$ cat src/aoc_pkg.sv
package aoc_pkg;

  localparam int unsigned COEF_W  = 16;
  localparam int unsigned SAMP_W  = 16;
  localparam int unsigned POSE_W  = 3;
  localparam int unsigned ACC_W   = 33;
  localparam int unsigned MULB_W  = 17;
  localparam int unsigned PROD_W  = ACC_W + MULB_W;
  localparam int unsigned Q_SHIFT = 14;

  localparam int unsigned QDEPTH  = 2;
  localparam int unsigned QPTR_W  = 1;
  localparam int unsigned QCNT_W  = 2;

  localparam int unsigned APB_AW  = 4;
  localparam int unsigned APB_DW  = 32;

  localparam logic [1:0] REG_COS   = 2'd0;
  localparam logic [1:0] REG_SIN   = 2'd1;
  localparam logic [1:0] REG_SCALE = 2'd2;

  localparam logic signed [COEF_W-1:0] COS_RESET   = 16'sd16384;
  localparam logic signed [COEF_W-1:0] SIN_RESET   = 16'sd0;
  localparam logic        [COEF_W-1:0] SCALE_RESET = 16'd4089;

  localparam longint G_ONE  = 1048576;
  localparam longint G_TOL1 = 209715;
  localparam longint G_TOL0 = 419430;
  localparam longint Q_MUL  = longint'(1) << Q_SHIFT;

  localparam logic signed [PROD_W-1:0] POS_LO  = PROD_W'((G_ONE - G_TOL1) * Q_MUL);
  localparam logic signed [PROD_W-1:0] POS_HI  = PROD_W'((G_ONE + G_TOL1) * Q_MUL);
  localparam logic signed [PROD_W-1:0] NEG_LO  = PROD_W'((-G_ONE - G_TOL1) * Q_MUL);
  localparam logic signed [PROD_W-1:0] NEG_HI  = PROD_W'((-G_ONE + G_TOL1) * Q_MUL);
  localparam logic signed [PROD_W-1:0] ZERO_LO = PROD_W'((-G_TOL0) * Q_MUL);
  localparam logic signed [PROD_W-1:0] ZERO_HI = PROD_W'(G_TOL0 * Q_MUL);

  typedef enum logic [POSE_W-1:0] {
    POSE_UNKNOWN = 3'd0,
    POSE_UP      = 3'd1,
    POSE_DOWN    = 3'd2,
    POSE_LEFT    = 3'd3,
    POSE_RIGHT   = 3'd4,
    POSE_FRONT   = 3'd5,
    POSE_BACK    = 3'd6
  } pose_t;

  typedef struct packed {
    logic signed [COEF_W-1:0] cos_coef;
    logic signed [COEF_W-1:0] sin_coef;
    logic        [COEF_W-1:0] scale_factor;
  } cfg_t;

  typedef struct packed {
    logic pos;
    logic neg;
    logic zero;
  } axis_flags_t;

  typedef struct packed {
    logic  push;
    pose_t pose;
  } q_wr_t;

  typedef struct packed {
    logic  empty;
    pose_t pose;
  } q_rd_t;

  function automatic axis_flags_t near_flags(input logic signed [PROD_W-1:0] v);
    axis_flags_t f;
    f.pos  = (v > POS_LO)  && (v < POS_HI);
    f.neg  = (v > NEG_LO)  && (v < NEG_HI);
    f.zero = (v > ZERO_LO) && (v < ZERO_HI);
    return f;
  endfunction

  function automatic axis_flags_t flip_flags(input axis_flags_t f);
    axis_flags_t r;
    r.pos  = f.neg;
    r.neg  = f.pos;
    r.zero = f.zero;
    return r;
  endfunction

endpackage

$ cat src/aoc_in_if.sv
interface aoc_in_if;
  import aoc_pkg::*;

  logic                     valid;
  logic                     ready;
  logic signed [SAMP_W-1:0] x_raw;
  logic signed [SAMP_W-1:0] y_raw;
  logic signed [SAMP_W-1:0] z_raw;

  modport source (output valid, x_raw, y_raw, z_raw, input ready);
  modport sink   (input valid, x_raw, y_raw, z_raw, output ready);
endinterface

$ cat src/aoc_out_if.sv
interface aoc_out_if;
  import aoc_pkg::*;

  logic              valid;
  logic              ready;
  logic [POSE_W-1:0] pose_code;
  logic              pose_changed;

  modport source (output valid, pose_code, pose_changed, input ready);
  modport sink   (input valid, pose_code, pose_changed, output ready);
endinterface

$ cat src/aoc_cfg.sv
module aoc_cfg
  import aoc_pkg::*;
(
  input  logic              clk,
  input  logic              rst_n,
  input  logic              psel,
  input  logic              penable,
  input  logic              pwrite,
  input  logic [APB_AW-1:0] paddr,
  input  logic [APB_DW-1:0] pwdata,
  output logic [APB_DW-1:0] prdata,
  output logic              pready,
  output cfg_t              cfg
);

  cfg_t       cfg_r;
  logic       wr_en;
  logic [1:0] idx;

  assign pready = 1'b1;
  assign idx    = paddr[3:2];
  assign wr_en  = psel && penable && pwrite;
  assign cfg    = cfg_r;

  always_ff @(posedge clk) begin
    if (!rst_n) begin
      cfg_r.cos_coef     <= COS_RESET;
      cfg_r.sin_coef     <= SIN_RESET;
      cfg_r.scale_factor <= SCALE_RESET;
    end else if (wr_en) begin
      case (idx)
        REG_COS:   cfg_r.cos_coef     <= pwdata[COEF_W-1:0];
        REG_SIN:   cfg_r.sin_coef     <= pwdata[COEF_W-1:0];
        REG_SCALE: cfg_r.scale_factor <= pwdata[COEF_W-1:0];
        default: ;
      endcase
    end
  end

  always_comb begin
    case (idx)
      REG_COS:   prdata = APB_DW'(cfg_r.cos_coef);
      REG_SIN:   prdata = APB_DW'(cfg_r.sin_coef);
      REG_SCALE: prdata = {{(APB_DW-COEF_W){1'b0}}, cfg_r.scale_factor};
      default:   prdata = '0;
    endcase
  end

endmodule

$ cat src/aoc_front.sv
module aoc_front
  import aoc_pkg::*;
(
  input  logic        clk,
  input  logic        rst_n,
  input  cfg_t        cfg,
  aoc_in_if.sink      in_if,
  input  logic        q_full,
  output q_wr_t       q_wr
);

  typedef enum logic [7:0] {
    ST_IDLE = 8'b0000_0001,
    ST_SY   = 8'b0000_0010,
    ST_KX   = 8'b0000_0100,
    ST_SX   = 8'b0000_1000,
    ST_CY   = 8'b0001_0000,
    ST_KY   = 8'b0010_0000,
    ST_KZ   = 8'b0100_0000,
    ST_CLS  = 8'b1000_0000
  } state_t;

  state_t                    state_r, state_nxt;
  logic signed [ACC_W-1:0]   acc_r, acc_nxt;
  logic signed [SAMP_W-1:0]  x_r, y_r, z_r;
  axis_flags_t               xf_r, xf_nxt, yf_r, yf_nxt, zf_r, zf_nxt;
  logic signed [ACC_W-1:0]   mul_a;
  logic signed [MULB_W-1:0]  mul_b;
  logic signed [PROD_W-1:0]  prod;
  logic signed [PROD_W-1:0]  prod_q34;
  logic                      accept;
  pose_t                     found;

  assign in_if.ready = (state_r == ST_IDLE);
  assign accept      = in_if.valid && in_if.ready;

  always_comb begin
    case (state_r)
      ST_IDLE: begin
        mul_a = ACC_W'(cfg.cos_coef);
        mul_b = MULB_W'(in_if.x_raw);
      end
      ST_SY: begin
        mul_a = ACC_W'(cfg.sin_coef);
        mul_b = MULB_W'(y_r);
      end
      ST_SX: begin
        mul_a = ACC_W'(cfg.sin_coef);
        mul_b = MULB_W'(x_r);
      end
      ST_CY: begin
        mul_a = ACC_W'(cfg.cos_coef);
        mul_b = MULB_W'(y_r);
      end
      ST_KX, ST_KY: begin
        mul_a = acc_r;
        mul_b = {1'b0, cfg.scale_factor};
      end
      ST_KZ: begin
        mul_a = ACC_W'(z_r);
        mul_b = {1'b0, cfg.scale_factor};
      end
      default: begin
        mul_a = '0;
        mul_b = '0;
      end
    endcase
  end

  assign prod     = mul_a * mul_b;
  assign prod_q34 = {prod[PROD_W-1-Q_SHIFT:0], {Q_SHIFT{1'b0}}};

  // Y and Z are the negated products, so their +1/-1 windows swap.
  always_comb begin
    found = POSE_UNKNOWN;
    if (xf_r.pos  && yf_r.zero && zf_r.zero) found = POSE_RIGHT;
    if (xf_r.neg  && yf_r.zero && zf_r.zero) found = POSE_LEFT;
    if (xf_r.zero && yf_r.pos  && zf_r.zero) found = POSE_UP;
    if (xf_r.zero && yf_r.neg  && zf_r.zero) found = POSE_DOWN;
    if (xf_r.zero && yf_r.zero && zf_r.pos)  found = POSE_BACK;
    if (xf_r.zero && yf_r.zero && zf_r.neg)  found = POSE_FRONT;
  end

  always_comb begin
    state_nxt = state_r;
    acc_nxt   = acc_r;
    xf_nxt    = xf_r;
    yf_nxt    = yf_r;
    zf_nxt    = zf_r;
    q_wr.push = 1'b0;
    q_wr.pose = found;
    case (state_r)
      ST_IDLE: begin
        if (accept) begin
          acc_nxt   = prod[ACC_W-1:0];
          state_nxt = ST_SY;
        end
      end
      ST_SY: begin
        acc_nxt   = acc_r - prod[ACC_W-1:0];
        state_nxt = ST_KX;
      end
      ST_KX: begin
        xf_nxt    = near_flags(prod);
        state_nxt = ST_SX;
      end
      ST_SX: begin
        acc_nxt   = prod[ACC_W-1:0];
        state_nxt = ST_CY;
      end
      ST_CY: begin
        acc_nxt   = acc_r + prod[ACC_W-1:0];
        state_nxt = ST_KY;
      end
      ST_KY: begin
        yf_nxt    = flip_flags(near_flags(prod));
        state_nxt = ST_KZ;
      end
      ST_KZ: begin
        zf_nxt    = flip_flags(near_flags(prod_q34));
        state_nxt = ST_CLS;
      end
      ST_CLS: begin
        if (!q_full) begin
          q_wr.push = 1'b1;
          state_nxt = ST_IDLE;
        end
      end
      default: state_nxt = ST_IDLE;
    endcase
  end

  always_ff @(posedge clk) begin
    if (!rst_n) begin
      state_r <= ST_IDLE;
    end else begin
      state_r <= state_nxt;
    end
  end

  always_ff @(posedge clk) begin
    acc_r <= acc_nxt;
    xf_r  <= xf_nxt;
    yf_r  <= yf_nxt;
    zf_r  <= zf_nxt;
    if (accept) begin
      x_r <= in_if.x_raw;
      y_r <= in_if.y_raw;
      z_r <= in_if.z_raw;
    end
  end

  assert property (@(posedge clk) disable iff (!rst_n)
    accept |=> state_r == ST_SY)
    else $error("front did not start multiply sequence after transaction");

  assert property (@(posedge clk) disable iff (!rst_n)
    q_wr.push |-> !q_full)
    else $error("front pushed into a full queue");

endmodule

$ cat src/aoc_queue.sv
module aoc_queue
  import aoc_pkg::*;
(
  input  logic  clk,
  input  logic  rst_n,
  input  q_wr_t q_wr,
  output logic  q_full,
  input  logic  pop,
  output q_rd_t q_rd
);

  pose_t             mem [QDEPTH];
  logic [QPTR_W-1:0] wr_ptr_r, rd_ptr_r;
  logic [QCNT_W-1:0] cnt_r, cnt_nxt;
  logic              do_push, do_pop;

  assign q_full     = (cnt_r == QCNT_W'(QDEPTH));
  assign q_rd.empty = (cnt_r == '0);
  assign q_rd.pose  = mem[rd_ptr_r];
  assign do_push    = q_wr.push && !q_full;
  assign do_pop     = pop && !q_rd.empty;

  always_comb begin
    cnt_nxt = cnt_r;
    if (do_push && !do_pop) cnt_nxt = cnt_r + 1'b1;
    if (do_pop && !do_push) cnt_nxt = cnt_r - 1'b1;
  end

  always_ff @(posedge clk) begin
    if (!rst_n) begin
      wr_ptr_r <= '0;
      rd_ptr_r <= '0;
      cnt_r    <= '0;
    end else begin
      cnt_r <= cnt_nxt;
      if (do_push) wr_ptr_r <= wr_ptr_r + 1'b1;
      if (do_pop)  rd_ptr_r <= rd_ptr_r + 1'b1;
    end
  end

  always_ff @(posedge clk) begin
    if (do_push) mem[wr_ptr_r] <= q_wr.pose;
  end

  assert property (@(posedge clk) disable iff (!rst_n)
    cnt_r <= QCNT_W'(QDEPTH))
    else $error("queue count overflow");

  assert property (@(posedge clk) disable iff (!rst_n)
    !(pop && q_rd.empty))
    else $error("pop from empty queue");

endmodule

$ cat src/aoc_back.sv
module aoc_back
  import aoc_pkg::*;
(
  input  logic    clk,
  input  logic    rst_n,
  input  q_rd_t   q_rd,
  output logic    pop,
  aoc_out_if.source out_if
);

  pose_t held_r, held_nxt;
  logic  valid_r;
  logic  chg_r, chg_nxt;
  logic  take;

  assign pop = !q_rd.empty && (!valid_r || out_if.ready);

  assign out_if.valid        = valid_r;
  assign out_if.pose_code    = held_r;
  assign out_if.pose_changed = chg_r;

  assign take = (q_rd.pose != POSE_UNKNOWN) && (q_rd.pose != held_r);

  always_comb begin
    held_nxt = held_r;
    chg_nxt  = chg_r;
    if (pop) begin
      chg_nxt = take;
      if (take) held_nxt = q_rd.pose;
    end
  end

  always_ff @(posedge clk) begin
    if (!rst_n) begin
      held_r  <= POSE_UNKNOWN;
      valid_r <= 1'b0;
      chg_r   <= 1'b0;
    end else begin
      held_r  <= held_nxt;
      chg_r   <= chg_nxt;
      if (pop) begin
        valid_r <= 1'b1;
      end else if (out_if.ready) begin
        valid_r <= 1'b0;
      end
    end
  end

  assert property (@(posedge clk) disable iff (!rst_n)
    valid_r && chg_r |-> held_r != POSE_UNKNOWN)
    else $error("pose change reported to unknown");

  assert property (@(posedge clk) disable iff (!rst_n)
    !pop |=> $stable(held_r))
    else $error("held pose moved without a queue pop");

endmodule

$ cat src/accel_orientation_classifier.sv
// An input transaction passes through the front sequencer, then the queue, into
// the output register. The front takes no new transaction until the last one
// is pushed to the queue (a full queue stalls it), as the single shared
// multiplier forms the seven rotation and scale products in turn.
// Reset (rst_n low, synchronous): held pose unknown, queue empty, output
// invalid, registers back to cos 1.0, sin 0, scale 4089.
module accel_orientation_classifier
  import aoc_pkg::*;
(
  input  logic              clk,
  input  logic              rst_n,
  aoc_in_if.sink            in_if,
  aoc_out_if.source         out_if,
  input  logic              cfg_psel,
  input  logic              cfg_penable,
  input  logic              cfg_pwrite,
  input  logic [APB_AW-1:0] cfg_paddr,
  input  logic [APB_DW-1:0] cfg_pwdata,
  output logic [APB_DW-1:0] cfg_prdata,
  output logic              cfg_pready
);

  cfg_t  cfg;
  q_wr_t q_wr;
  q_rd_t q_rd;
  logic  q_full;
  logic  pop;

  aoc_cfg u_cfg (
    .clk     (clk),
    .rst_n   (rst_n),
    .psel    (cfg_psel),
    .penable (cfg_penable),
    .pwrite  (cfg_pwrite),
    .paddr   (cfg_paddr),
    .pwdata  (cfg_pwdata),
    .prdata  (cfg_prdata),
    .pready  (cfg_pready),
    .cfg     (cfg)
  );

  aoc_front u_front (
    .clk    (clk),
    .rst_n  (rst_n),
    .cfg    (cfg),
    .in_if  (in_if),
    .q_full (q_full),
    .q_wr   (q_wr)
  );

  aoc_queue u_queue (
    .clk    (clk),
    .rst_n  (rst_n),
    .q_wr   (q_wr),
    .q_full (q_full),
    .pop    (pop),
    .q_rd   (q_rd)
  );

  aoc_back u_back (
    .clk    (clk),
    .rst_n  (rst_n),
    .q_rd   (q_rd),
    .pop    (pop),
    .out_if (out_if)
  );

endmodule

$ cat src/flat_wrapper.sv
// flat-port wrapper written by rule: the top's interface ports become plain ports
module accel_orientation_classifier_flat import aoc_pkg::*;
  (clk, rst_n, cfg_psel, cfg_penable, cfg_pwrite, cfg_paddr, cfg_pwdata, cfg_prdata, cfg_pready, in_if_valid, in_if_x_raw, in_if_y_raw, in_if_z_raw, in_if_ready, out_if_valid, out_if_pose_code, out_if_pose_changed, out_if_ready);
  aoc_in_if in_if_i ();
  aoc_out_if out_if_i ();
  input  logic clk;
  input  logic rst_n;
  input  logic cfg_psel;
  input  logic cfg_penable;
  input  logic cfg_pwrite;
  input  logic [APB_AW-1:0] cfg_paddr;
  input  logic [APB_DW-1:0] cfg_pwdata;
  output logic [APB_DW-1:0] cfg_prdata;
  output logic cfg_pready;
  input wire logic [$bits(in_if_i.valid)-1:0] in_if_valid;
  input wire logic [$bits(in_if_i.x_raw)-1:0] in_if_x_raw;
  input wire logic [$bits(in_if_i.y_raw)-1:0] in_if_y_raw;
  input wire logic [$bits(in_if_i.z_raw)-1:0] in_if_z_raw;
  output wire logic [$bits(in_if_i.ready)-1:0] in_if_ready;
  output wire logic [$bits(out_if_i.valid)-1:0] out_if_valid;
  output wire logic [$bits(out_if_i.pose_code)-1:0] out_if_pose_code;
  output wire logic [$bits(out_if_i.pose_changed)-1:0] out_if_pose_changed;
  input wire logic [$bits(out_if_i.ready)-1:0] out_if_ready;
  assign in_if_i.valid = in_if_valid;
  assign in_if_i.x_raw = in_if_x_raw;
  assign in_if_i.y_raw = in_if_y_raw;
  assign in_if_i.z_raw = in_if_z_raw;
  assign in_if_ready = in_if_i.ready;
  assign out_if_valid = out_if_i.valid;
  assign out_if_pose_code = out_if_i.pose_code;
  assign out_if_pose_changed = out_if_i.pose_changed;
  assign out_if_i.ready = out_if_ready;
  accel_orientation_classifier u_core (.clk(clk), .rst_n(rst_n), .in_if(in_if_i), .out_if(out_if_i), .cfg_psel(cfg_psel), .cfg_penable(cfg_penable), .cfg_pwrite(cfg_pwrite), .cfg_paddr(cfg_paddr), .cfg_pwdata(cfg_pwdata), .cfg_prdata(cfg_prdata), .cfg_pready(cfg_pready));
endmodule
$ cat config.mk
export PLATFORM = sky130hd
export DESIGN_NAME = accel_orientation_classifier_flat
export DESIGN_NICKNAME = d
export VERILOG_FILES = /design/src/aoc_pkg.sv /design/src/aoc_in_if.sv /design/src/aoc_out_if.sv /design/src/aoc_cfg.sv /design/src/aoc_front.sv /design/src/aoc_queue.sv /design/src/aoc_back.sv /design/src/accel_orientation_classifier.sv /design/src/flat_wrapper.sv
export SDC_FILE = /design/constraint.sdc
export NUM_CORES = 2
export LEC_CHECK = 0
export ABC_AREA = 1
export ABC_CLOCK_PERIOD_IN_PS = 11100
export CAP_MARGIN = 20
export CORE_UTILIZATION = 55
export CTS_BUF_LIST = sky130_fd_sc_hd__clkbuf_4
export CTS_CLUSTER_DIAMETER = 60
export DETAILED_ROUTE_END_ITERATION = 6
export DONT_BUFFER_PORTS = 1
export PLACE_DENSITY = 0.7
export SETUP_SLACK_MARGIN = 0.02
export SLEW_MARGIN = 20
export SYNTH_ARGS = -nofsm -noshare
export SYNTH_HDL_FRONTEND = slang
export SYNTH_SLANG_ARGS = --single-unit
$ cat constraint.sdc
create_clock -name clk -period 11.1 [get_ports clk]
set_input_delay 2.22 -clock clk [delete_from_list [all_inputs] [get_ports clk]]
set_output_delay 2.22 -clock clk [all_outputs]
set_load 0.05 [all_outputs]
==> out/qor.yml <==
status: "completed"
ys_async_sr_fraction_pct: 0
cts_buffers: 17
crit_end: "u_core.u_front.acc_r[30]$_DFFE_PP_"
track_usage_pct: 33.9
crit_fanout: 18
syn-num-nets: 4811
drv_slew: 0
worst-slew-pin-transition_ns: 1.18
hold_viol: 0
drt_first_pass_iters: 6
tns_ns: 0
finalNetCount: 4847
rr_endpoint: "u_core.u_front.acc_r[30]$_DFFE_PP_"
vias: 26800
design_area_sq_um: 32700
ys.flop_type: "edfxtp_1"
dp_cells: 4793
cts_root_buf: "clkbuf_4"
reg2reg_depth: 47
yosys_warnings: 0
place_ws_ns: 0.462
p_leak_nw: 16.6
cts_max_level: 4
antenna_found_initial: 3
clock_latency_ns: 0.63
fin_util_pct: 59.2
tritoncts: "built"
synth_top_area_share_pct: 34.7
initial_core_util_pct: 56.0
drc: 0
hp-class: "reg -> reg"
path_delay_family: "adder cells"
seq_area_frac_synth_pct: 13.6
drt-total-wl_microns: 93300
worstPathArrival_ns: 10.78
ys_ff_latch: 162
max_freq_ghz: 0.0962
yosysUniqueCellTypes: 61
max_stage_delay_ns: 0.59
die_h_microns: 239
crit_path_frequent_cell: "nand2_1"
rsz0062_at_grt: "false"
synth_area_leaders: "fa_1 35%, inv_1 11%, nand2_1 11%, edfxtp_1 9.3%, ha_1 6.3%"
dieArea_sq_um: 57200
hold_slack_ns: 0.466
cts_hold_buffers: 0
clock-sinks: 162
ant_nets: 0
avgSynthCellArea_sq_um: 7.68
drtIter0Drc: 2713
setup_viol: 0
r2r_start: "u_core.u_front.state_r[7]$_SDFFE_PN0P_"
rows: 86
maxCapViolCount: 0
netlist_area_sq_um: 31000
hpwl_microns: 78400
clk_pin_slew_ns: 0.20
port_buffers: 0
via_per_inst: 5.54
grt_pass1_wl_microns: 147000
required_ns: 11.49
fin_crit_ns: 10.39
final.period_utilization_pct: 93.6
final_cells: 4827
cts_max_path_buffers: 2
startpoint: "u_core.u_front.state_r[7]$_SDFFE_PN0P_"
critPathKind: "reg -> reg"
post_cts_buffers: 0
clock-skew-final_ns: 0.0459
final_layout_size_suffix_gt1_share_pct: 6.87
globalplace.congestion: 0.994
fill_cells: 5262
peakVddDrop_mv: 0.235
p_total_mw: 4.42
cts_resized: 0
area_growth_pct: 5.74
netlist_instances: 4028
grt_start_max_net_pins: 59
reg2reg_slack_ns: 0.71
grt_pass1_vias: 26100
worst-path-buf-inv: 9
cp_num_cells: 47
fin_ws_ns: 0.707
gr-total-overflow: 0
yosys.area.top_type: "fa_1"
cp-start-kind: "register"
cp-end-kind: "register"
slew_headroom_pct: 22.4
dieWidth_microns: 239
slowest_stage: "fa_1"
core-area_sq_um: 55300
synth_edf_count: 96
boundaryPins: 130
route.detailed.wl_per_inst_microns: 19.3
dpl-instance-area_sq_um: 32400
power_density_nw_per_um2: 135
synthesized netlist by cell type (5+ instances only):
cell / instances
o22ai_1: 16
a21oi_1: 153
o21bai_1: 9
a21oi_2: 12
dfxtp_1: 66
buf_4: 20
fa_1: 537
a31oi_1: 6
xnor2_1: 22
nor3_1: 17
clkbuf_1: 56
nand2_1: 871
o31ai_1: 5
clkinv_1: 21
inv_2: 13
nand2_2: 19
buf_2: 30
nor2_2: 14
nand3_2: 9
o21ai_0: 135
or2_2: 16
ha_1: 155
nand3b_1: 10
inv_1: 888
a22o_1: 16
nand3_1: 129
xor2_1: 50
nand4_1: 32
edfxtp_1: 96
nor4_1: 7
o221ai_1: 19
nor2_1: 513
a221oi_2: 10
layer usage:
metal	GRT usage [%]	share of wire (%)	vias up
met1	48.8	42	13100
met5	0	0.017	-
met4	9.48	2.9	2
met3	5.23	9.6	170
li1	-	-	12300
met2	53.2	46	1204
logic make-up (layout without fill, tap and decap cells):
family          after synthesis  count (layout)  synth area share [%]
compound gates              407             407                  8.08
xor+xnor                     78              78                  2.35
fa+ha+maj                   692             692                  41.0
buf+inv                    1029            1078                  12.8
flops                       162             162                  13.6
mux                           2               2                0.0647
other cells                   1               3                0.0121
simple gates               1657            1657                  22.1
report_power, final:
part / total [mW] / internal (mW) / leakage (nW) / switching (mW)
clock network: 0.398 / 0.115 / 0.173 / 0.283
registers: 0.863 / 0.744 / 1.45 / 0.119
logic: 3.16 / 1.09 / 15.0 / 2.07
worst reg2reg max path: cells and delay by family, from the launching register on:
kind                       cells  cell delay, ns
AOI/OAI and AO/OA              7            1.58
xor gates and xnor gates       1            0.17
buffers and inverters          9            1.04
and+or+nand+nor               22            3.26
adders and majority gates      8            3.73
DFF                            1            0.42
worst min path at each step:
stage	startpoint	to	slack [ns]	depth (start not counted)
after global placement	u_core.u_queue.rd_ptr_r$_SDFFE_PN0P_	u_core.u_queue.rd_ptr_r$_SDFFE_PN0P_	0.44	1
after global routing	u_core.u_queue.rd_ptr_r$_SDFFE_PN0P_	register	0.50	1
after detailed placement	u_core.u_queue.rd_ptr_r$_SDFFE_PN0P_	register	0.45	1
final	u_core.u_queue.rd_ptr_r$_SDFFE_PN0P_	u_core.u_queue.rd_ptr_r$_SDFFE_PN0P_	0.47	1
after floorplan	u_core.u_queue.rd_ptr_r$_SDFFE_PN0P_	register	0.43	1
after CTS	u_core.u_queue.rd_ptr_r$_SDFFE_PN0P_	u_core.u_queue.rd_ptr_r$_SDFFE_PN0P_	0.47	1
sequential cells by signal, summed over array words and instances (netlist names), named ones only:
register,cells
u_core.u_back.out_if.pose_changed,1
u_core.u_back.out_if.pose_code,3
u_core.u_back.out_if.valid,1
u_core.u_cfg.cfg,48
u_core.u_front.acc_r,33
u_core.u_front.state_r,8
u_core.u_front.x_r,16
u_core.u_front.xf_r,3
u_core.u_front.y_r,16
u_core.u_front.yf_r,3
u_core.u_front.z_r,16
u_core.u_front.zf_r,3
u_core.u_queue.cnt_r,2
u_core.u_queue.mem,6
u_core.u_queue.rd_ptr_r,1
u_core.u_queue.wr_ptr_r,1
final cells by class:
type	instances	area (sq um)	share of cell area [%]
sequential	162	4200	12.8
antenna	2	5.00	0.0153
clock buffer	17	128	0.390
multi-input combinational	2837	22800	69.8
inverter	922	3460	10.6
timing repair buffer	124	956	2.92
tap	748	936	2.86
clock inverter	15	199	0.608
placed cells by master, fill, tap and decap left out, drive strengths merged, types with 33 or more instances in the layout:
cell and instances:
buf 124, edfxtp 96, fa 537, nand4 33, inv 912, a21oi 169
o21ai 136, dfxtp 66, nand2 891, ha 155, nand3 138, xor2 53
nor2 531
No activity file was read; power rests on OpenSTA's default activity.
